--- config.mk ---
export PLATFORM = sky130hd
export DESIGN_NAME = fla_fit_unit
export DESIGN_NICKNAME = d
export VERILOG_FILES = /design/src/rtl/fla_pkg.sv /design/src/rtl/fla_fit_unit.sv
export SDC_FILE = /design/constraint.sdc
export NUM_CORES = 1
export LEC_CHECK = 0
export ABC_CLOCK_PERIOD_IN_PS = 9150
export BUFFER_PORTS_ARGS = -buffer_cell sky130_fd_sc_hd__buf_4
export CAP_MARGIN = 20
export CORE_MARGIN = 4
export CORE_UTILIZATION = 30
export DETAILED_ROUTE_END_ITERATION = 6
export SYNTH_ARGS = -nofsm -noshare
export SYNTH_HDL_FRONTEND = slang
export SYNTH_SLANG_ARGS = --single-unit
--- constraint.sdc ---
create_clock -name vclk -period 9.15
set_input_delay 0.4575 -clock vclk [all_inputs]
set_output_delay 0.4575 -clock vclk [all_outputs]
set_load 0.02 [all_outputs]
--- src/rtl/fla_pkg.sv ---
package fla_pkg;

   // Internal arithmetic width: holds a segment end plus header and alignment slack.
   localparam int CW = 24;

   // Field widths of the request and response beats.
   localparam int KIND_W  = 2;
   localparam int REQ_W   = 21;
   localparam int ALOG_W  = 4;
   localparam int ADDR_W  = 20;
   localparam int STAT_W  = 2;
   localparam int BYTES_W = 21;
   localparam int CAP_W   = 21;

   // Default sizing of the top level.
   localparam int DEF_FREE_SLOTS   = 32;
   localparam int DEF_LIVE_SLOTS   = 32;
   localparam int DEF_ADDR_BITS    = 20;
   localparam int DEF_HEADER_BYTES = 16;

   // Request kinds.
   localparam logic [KIND_W-1:0] KIND_ALLOC = 2'd0;
   localparam logic [KIND_W-1:0] KIND_FREE  = 2'd1;
   localparam logic [KIND_W-1:0] KIND_RESET = 2'd2;

   // Response status codes.
   localparam logic [STAT_W-1:0] STAT_OK      = 2'd0;
   localparam logic [STAT_W-1:0] STAT_NO_FIT  = 2'd1;
   localparam logic [STAT_W-1:0] STAT_FULL    = 2'd2;
   localparam logic [STAT_W-1:0] STAT_UNKNOWN = 2'd3;

   // Register indexes on the configuration port.
   localparam logic REG_CAPACITY = 1'b0;
   localparam logic REG_POLICY   = 1'b1;

   localparam logic [CAP_W-1:0] CAP_RESET = 21'h100000;

   typedef struct packed {
      logic [CW-1:0] base;
      logic [CW-1:0] size;
   } seg_type;

   typedef struct packed {
      logic [CW-1:0] addr;
      logic [CW-1:0] size;
      logic [CW-1:0] pad;
   } live_type;

   typedef struct packed {
      logic          fits;
      logic [CW-1:0] data;
      logic [CW-1:0] need;
      logic [CW-1:0] rest;
   } fit_res_type;

endpackage

--- src/rtl/fla_fit_unit.sv ---
module fla_fit_unit #(
   parameter int HEADER_BYTES = fla_pkg::DEF_HEADER_BYTES
) (
   input  fla_pkg::seg_type              seg,
   input  logic [fla_pkg::CW-1:0]        req_size,
   input  logic [fla_pkg::ALOG_W-1:0]    align_log2,
   output fla_pkg::fit_res_type          res
);
   import fla_pkg::*;

   logic [CW-1:0] mask;
   logic [CW-1:0] data;
   logic [CW-1:0] need;

   // Lowest aligned data address that leaves room for the header above the base.
   always_comb begin
      mask     = (CW'(1) << align_log2) - CW'(1);
      data     = (seg.base + CW'(HEADER_BYTES) + mask) & ~mask;
      need     = (data - seg.base) + req_size;
      res.fits = seg.size >= need;
      res.data = data;
      res.need = need;
      res.rest = seg.size - need;
   end

endmodule

Word level (Yosys, flattened, before mapping):

Index checks and enable logic that the tools add are counted.

* output and inout port bits: 73
* bits in registers: 0
* input bits: 76
* word-level logic and storage cells: 10

* add/sub/neg operators: 6
* order comparisons: 1
* shift-type cells: 1
* bitwise logic cells: 2

Operator list (count)
* 24-bit adder: 2
* 24-bit subtractor: 2
* 24-bit by 5-bit adder with 24-bit output, second input constant: 1
* 24-bit bitwise AND: 1
* 24-bit greater-or-equal comparator: 1
* 24-bit NOT: 1
* 1-bit by 4-bit << shifter with 24-bit output, first input constant: 1
* 24-bit by 2-bit subtractor with 24-bit output, second input constant: 1

Depth between registers and ports, before layout:

Gate-level depths: netlist of run 1.

* depth after elaboration: 7
* depth in mapped cells: 41
* mapped depth without buffers: 40

Worst setup path before layout of run 1:

Ideal clock, no wire load.

* path type: in2out
* start: input port align_log2[2] in the netlist's numbering
* end: output port res[72] in the netlist's numbering
* stages: 40
* data required time: 8.693 ns
* arrival: 7.955 ns
* setup slack: 0.737 ns
* path buffers: 2
* path through: clkbuf_1 nor2_1 inv_1 or3_1 ha_1 clkbuf_1 xnor2_1 inv_1 ha_1 ha_1 a21o_1 a21o_1 and2_1 o21a_1 nor2_1 o21bai_1 a21oi_1 xnor2_1 [... 4 more ...] nand2_1 o211a_1 o21ai_0 nand3_1 nand2_1 a21o_1 a21o_1 xor2_1 inv_1 ha_1 nand3_1 nor2_1 a2111oi_4 o31ai_1 maj3_1 nor2_1 o311a_1 o41ai_2

RTL lines
* start: declaration: line fla_fit_unit.sv:6 `input logic [fla_pkg::ALOG_W-1:0] align_log2,`
* end: declaration: line fla_fit_unit.sv:7 `output fla_pkg::fit_res_type res`

==> summary.md, run 1 <==
| Metric | Value |
|---|---|
| Tcrit/Tclk final | 93.0% |
| Most common cell in the netlist | inv_1 |
| Post-CTS Hold Buffers | 0 |
| Final Max Slew Viols | 0 |
| Post-place setup slack | roughly 0.44 ns |
| Hold Vio Cnt, Final | 0 |
| Largest net degree at the start of global routing | 15 |
| Beginning of the worst hold path | seg[24] |
| Die width | around 140 um |
| Hold Crit Endpoint | res[48] |
| Synth cell count leaders | 139 x inv_1, 87 x ha_1, 49 x nand2_1, 45 x a21oi_1, 42 x xnor2_1 |
| Pwr per Cell Area | 379 nW/um2 |
| DR iter-0 viols | roughly 160 |
| Post-synth top area cell | ha_1 |
| Worst vdd rail ir drop | approximately 0.43 mV |
| Iteration count of the initial detailed-routing pass | 4 |
| Routed via count | around 5300 |
| Slowest CP cell | fa_1 |
| Crit path launch type | input pin |
| Period minus WS final | approximately 8.5 ns |
| Crit-path leading delay family | compound AO/OA/AOI/OAI gates |
| Max Fanout on Critical Path | 14 |
| Arr. time, crit path | approximately 8.1 ns |
| Layout cells sized above 1 | between 20% and 30% |
| Layout net count | 1058 |
| Leakage | ~3.6 nW |
| Initial antenna violation count | 0 |
| Seq. cell area | 0 um2 |
| Clock buffers | 0 |
| WL/cell | about 14 um |
| Crit path kind | in2out |
| Critical path buffers and inverters | 5 |
| Post-DRT Antenna Nets | 0 |
| Share of the synthesized area in the top cell type | between 20% and 30% |
| Setup_tns | 0 ns |
| Final wirelength | about 15000 um |
| Row count | 48 |
| Routability cong. | ~0.87 |
| CP Launch Point | align_log2[3] |
| First-pass GRT wire length | between 20000 and 25000 um |
| Headroom to the max-slew limit | a little over half |
| Die Ht | about 140 um |
| Yosys warnings | 0 |
| Sequential-to-total area share from yosys stat | 0% |
| P&R area growth vs syn | 26.6% |
| Max Fclk | between 100 and 150 MHz |
| Core Footprint | approximately 17000 um2 |
| Post-DP HPWL | 13700 um |
| Worst slew pin tran | approximately 0.71 ns |
| Post-Layout Cell Count | approximately 1100 |
| Status | complete, no violations |
| Syn Inst Count | 726 |
| Die Footprint | roughly 20000 um2 |
| Vias in the first global route | 5185 |
| Hold path cells | 3 |
| Initial core utilization | between 30% and 40% |
| GR Util All Layers | around 15% |
| HP Class | in2out |
| Antenna cells | 0 |
| Syn Area/Cell | between 7 and 8 um2 |
| Most area-consuming cells after synthesis | ha_1 21%, inv_1 9.9%, fa_1 9.5% |
| Unique masters post-synth | about 80 |
| PortBufs | 149 |
| Total congestion overflow | 0 |
| Vias per cell | about 4.8 |
| PnR worst setup slack | 0.643 ns |
| Max-cap violations | 0 |
| Final setup fails | 0 |
| Seq Cell Count | 0 |
| RSZ-0062 raised after global routing | no |
| Critical Path RT | about 8.7 ns |
| Endpoint class of the critical path | output pin |
| Post-Syn Area | roughly 5300 um2 |
| Ports | ~150 |
| DRC errors left | 0 |
| # placed instances | 1092 |
| Max stage delay on crit path | 0.48 ns |
==> logic make-up after synthesis <==
logic type	Yosys count	synth area share, %
compound gates	197	27.9
xor+xnor	60	9.99
fa+ha+maj	113	30.4
buf+inv	154	11.1
mux	7	1.40
other cells	1	0.0713
simple gates	194	19.2
==> per-stage QoR <==
step	utilization, %	instance area, um2	hold WS [ns]	power [mW]
after floorplan	-	5270	1.11	1.71
after CTS	38.5	6640	1.27	2.54
after detailed placement	38.5	6640	1.27	2.53
after global routing	38.7	6660	1.30	2.76
final	38.7	6660	1.27	2.52
after global placement	38.5	6640	1.27	2.53
==> worst max path at each step <==
stage	to	slack (ns)	depth (start not counted)
after floorplan	res[72]	0.74	40
after global placement	res[22]	0.60	36
after detailed placement	res[22]	0.44	39
after CTS	res[22]	0.42	39
after global routing	res[22]	0.02	39
final	res[22]	0.64	39
==> routing by layer <==
metal | global-route usage, % | up-vias | wire length [um]
li1 | - | 2810 | -
met1 | 20.3 | 2385 | 7280
met2 | 25.8 | 82 | 7320
met3 | 0.717 | 16 | 382
met4 | 2.09 | 0 | 296
met5 | 0 | - | 0
==> layout by cell type (no fill, tap or decap), types with 4 or more instances in the layout <==
cell type | Yosys | final
or2_2 | 7 | 7
or3_1 | 4 | 4
nor3_1 | 10 | 10
nand3_1 | 20 | 20
nor2b_1 | 9 | 9
fa_1 | 25 | 25
xnor2_1 | 42 | 42
a211oi_1 | 5 | 5
o2111ai_1 | 7 | 7
a21o_1 | 28 | 28
o21ai_0 | 29 | 29
a21oi_1 | 45 | 44
nor2_1 | 37 | 37
inv_1 | 139 | 139
and2_1 | 10 | 10
nand4_1 | 4 | 4
conb_1 | 1 | 4
a221oi_2 | 4 | 4
ha_1 | 87 | 86
mux2i_1 | 4 | 4
o211ai_1 | 7 | 7
nand2b_1 | 12 | 12
nand3b_1 | 4 | 4
nand2_1 | 49 | 49
a31oi_1 | 8 | 7
o21a_1 | 11 | 11
xor2_1 | 18 | 18
o21bai_1 | 6 | 6
buf_4 | 0 | 154
and3_1 | 9 | 9
==> cell type report <==
cell class,instances,area [um2]
fill,1833,10600
multi-input combinational,575,4700
timing repair buffer,154,1160
inverter,139,522
tap,225,282
==> worst min-delay path: cells and delay by family <==
family	cells	cell delay (ns)
AND/OR/NAND/NOR	1	0.14
buffers and inverters	2	0.22
==> where the power goes <==
| part | switching, mW | internal (mW) | total [mW] | leakage, nW |
|---|---|---|---|---|
| Sequential | 0 | 0 | 0 | 0 |
| Clock | 0 | 0 | 0 | 0 |
| Combinational | 1.46 | 1.07 | 2.52 | 3.62 |
==> timing repair <==
action / CTS / global route
endpoints found under the setup margin: 0 / 2
resized for setup: 0 / 3
setup buffers: 0 / 1
Power figures use the tool's default switching activity.
==> run 2, diff against run 1 <==
Settings changed: ABC_CLOCK_PERIOD_IN_PS 9150 to 8800.
Clock period 9.15 ns to 8.8 ns, I/O delays scaled along.
==> summary.md, run 2 (synthesis results as in run 1) <==
| Metric | Value |
|---|---|
| Status | complete, no violations |
| Die Ht | approximately 140 um |
| Final setup fails | 0 |
| DR iter-0 viols | about 210 |
| Crit path kind | in2out |
| HP Class | in2out |
| Sw Share | 57.4% |
| Vias per cell | between 4 and 5 |
| Max Fanout on Critical Path | 13 |
| Layout net count | around 1100 |
| Final Max Slew Viols | 0 |
| Row count | between 40 and 50 |
| DRC errors left | 0 |
| Initial antenna violation count | 0 |
| Most common cell after layout, fill and taps aside | buf_4 |
| Setup_tns | 0 ns |
| Layout cells sized above 1 | ~23% |
| Period minus WS final | 8.29 ns |
| Final Util | between 30% and 40% |
| Final wirelength | roughly 15000 um |
| GR Util All Layers | about 14% |
| Crit path launch type | input pin |
| Hold_ws | ~1.2 ns |
| Tcrit/Tclk final | 94.2% |
| Arr. time, crit path | between 7 and 8 ns |
| Die width | roughly 140 um |
| WL/cell | ~14 um |
| Core Footprint | 17200 um2 |
| Antenna cells | 0 |
| First-pass GRT wire length | 24400 um |
| Endpoint class of the critical path | output pin |
| Routability cong. | slightly below 0.9 |
| Vias in the first global route | between 5000 and 6000 |
| Pwr per Cell Area | 395 nW/um2 |
| Max-cap violations | 0 |
| PortBufs | approximately 150 |
| Power Total | 2.66 mW |
| Sw Pwr | ~1.5 mW |
| Seq Cell Count | 0 |
| Max stage delay on crit path | about 0.5 ns |
| Critical Path RT | 8.36 ns |
| Slowest CP cell | fa_1 |
| Headroom to the max-slew limit | between 40% and 50% |
| Seq pwr share | 0% |
| Fillers | 1810 |
| Post-DP HPWL | 13600 um |
| Clock buffers | 0 |
| Ports | around 150 |
| Post-DRT Antenna Nets | 0 |
| Logic pwr share | between 90% and 100% |
| Iteration count of the initial detailed-routing pass | 4 |
| Initial core utilization | between 30% and 40% |
| Hold Vio Cnt, Final | 0 |
| P&R area growth vs syn | 28.1% |
| # placed instances | about 1100 |
| Seq. cell area | 0 um2 |
| Worst slew pin tran | 0.843 ns |
| Most frequent cells in the layout | 156 x buf_4, 139 x inv_1, 86 x ha_1 |
| Int Power | ~1.1 mW |
| Die Footprint | roughly 20000 um2 |
| Clock power frac | 0% |
| Largest net degree at the start of global routing | 15 |
| Total congestion overflow | 0 |
| Routed via count | 5305 |
| Post-Layout Cell Count | around 1100 |
| Max Fclk | roughly 120 MHz |
| Worst vdd rail ir drop | around 0.44 mV |
| Leakage | 3.65 nW |
-- run 2: layout make-up --
cell class         count  area (um2)  area share [%]
inverters            139         522            7.74
multi-input cells    575        4760            70.6
well taps            225         282            4.18
repair buffers       157        1180            17.4
-- run 2: power groups by stage --
| stage | registers, mW | clock network, mW | logic, mW |
|---|---|---|---|
| after floorplan | 0 | 0 | 1.78 |
| after global placement | 0 | 0 | 2.62 |
| after detailed placement | 0 | 0 | 2.63 |
| after CTS | 0 | 0 | 2.64 |
| after global routing | 0 | 0 | 2.90 |
| final | 0 | 0 | 2.66 |
-- run 2: critical path: cells and delay by family --
kind | cells | cell delay (ns)
xor+xnor | 2 | 0.31
simple gates | 11 | 2.67
buf+inv | 5 | 0.49
fa+ha+maj | 6 | 2.14
compound gates | 10 | 1.80
-- run 2: timing repair --
| item | in CTS | in global routing |
|---|---|---|
| hold buffers | 0 | 0 |
| buffers inserted | 0 | 5 |
| setup endpoints to repair | 0 | 7 |
| endpoints found under the hold margin | 0 | 0 |
| gates resized for setup | 0 | 16 |
-- run 2: path summary, 6_finish.rpt --
path     startpoint       to  slack [ns]  cells past startpoint
max   align_log2[3]  res[22]        0.51                     34
min         seg[24]  res[48]        1.23                      3
-- run 2: stage by stage --
| stage | cell area, um2 | setup WS, ns |
|---|---|---|
| 2_1_floorplan | 5270 | 0.422 |
| 3_3_place_gp | 6640 | 0.354 |
| 3_5_place_dp | 6640 | 0.213 |
| 4_1_cts | 6640 | 0.187 |
| 5_1_grt | 6740 | -0.0356 |
| 6_report | 6740 | 0.508 |
-- run 2: metal layers --
metal | part of all wire (%) | vias up | track usage (%) | routed length [um]
met1 | 47 | 2388 | 19.4 | 7150
met3 | 3.5 | 14 | 0.922 | 531
met2 | 47 | 88 | 25.8 | 7200
met5 | 0 | - | 0 | 0
li1 | - | 2815 | - | -
met4 | 1.9 | 0 | 2.24 | 293
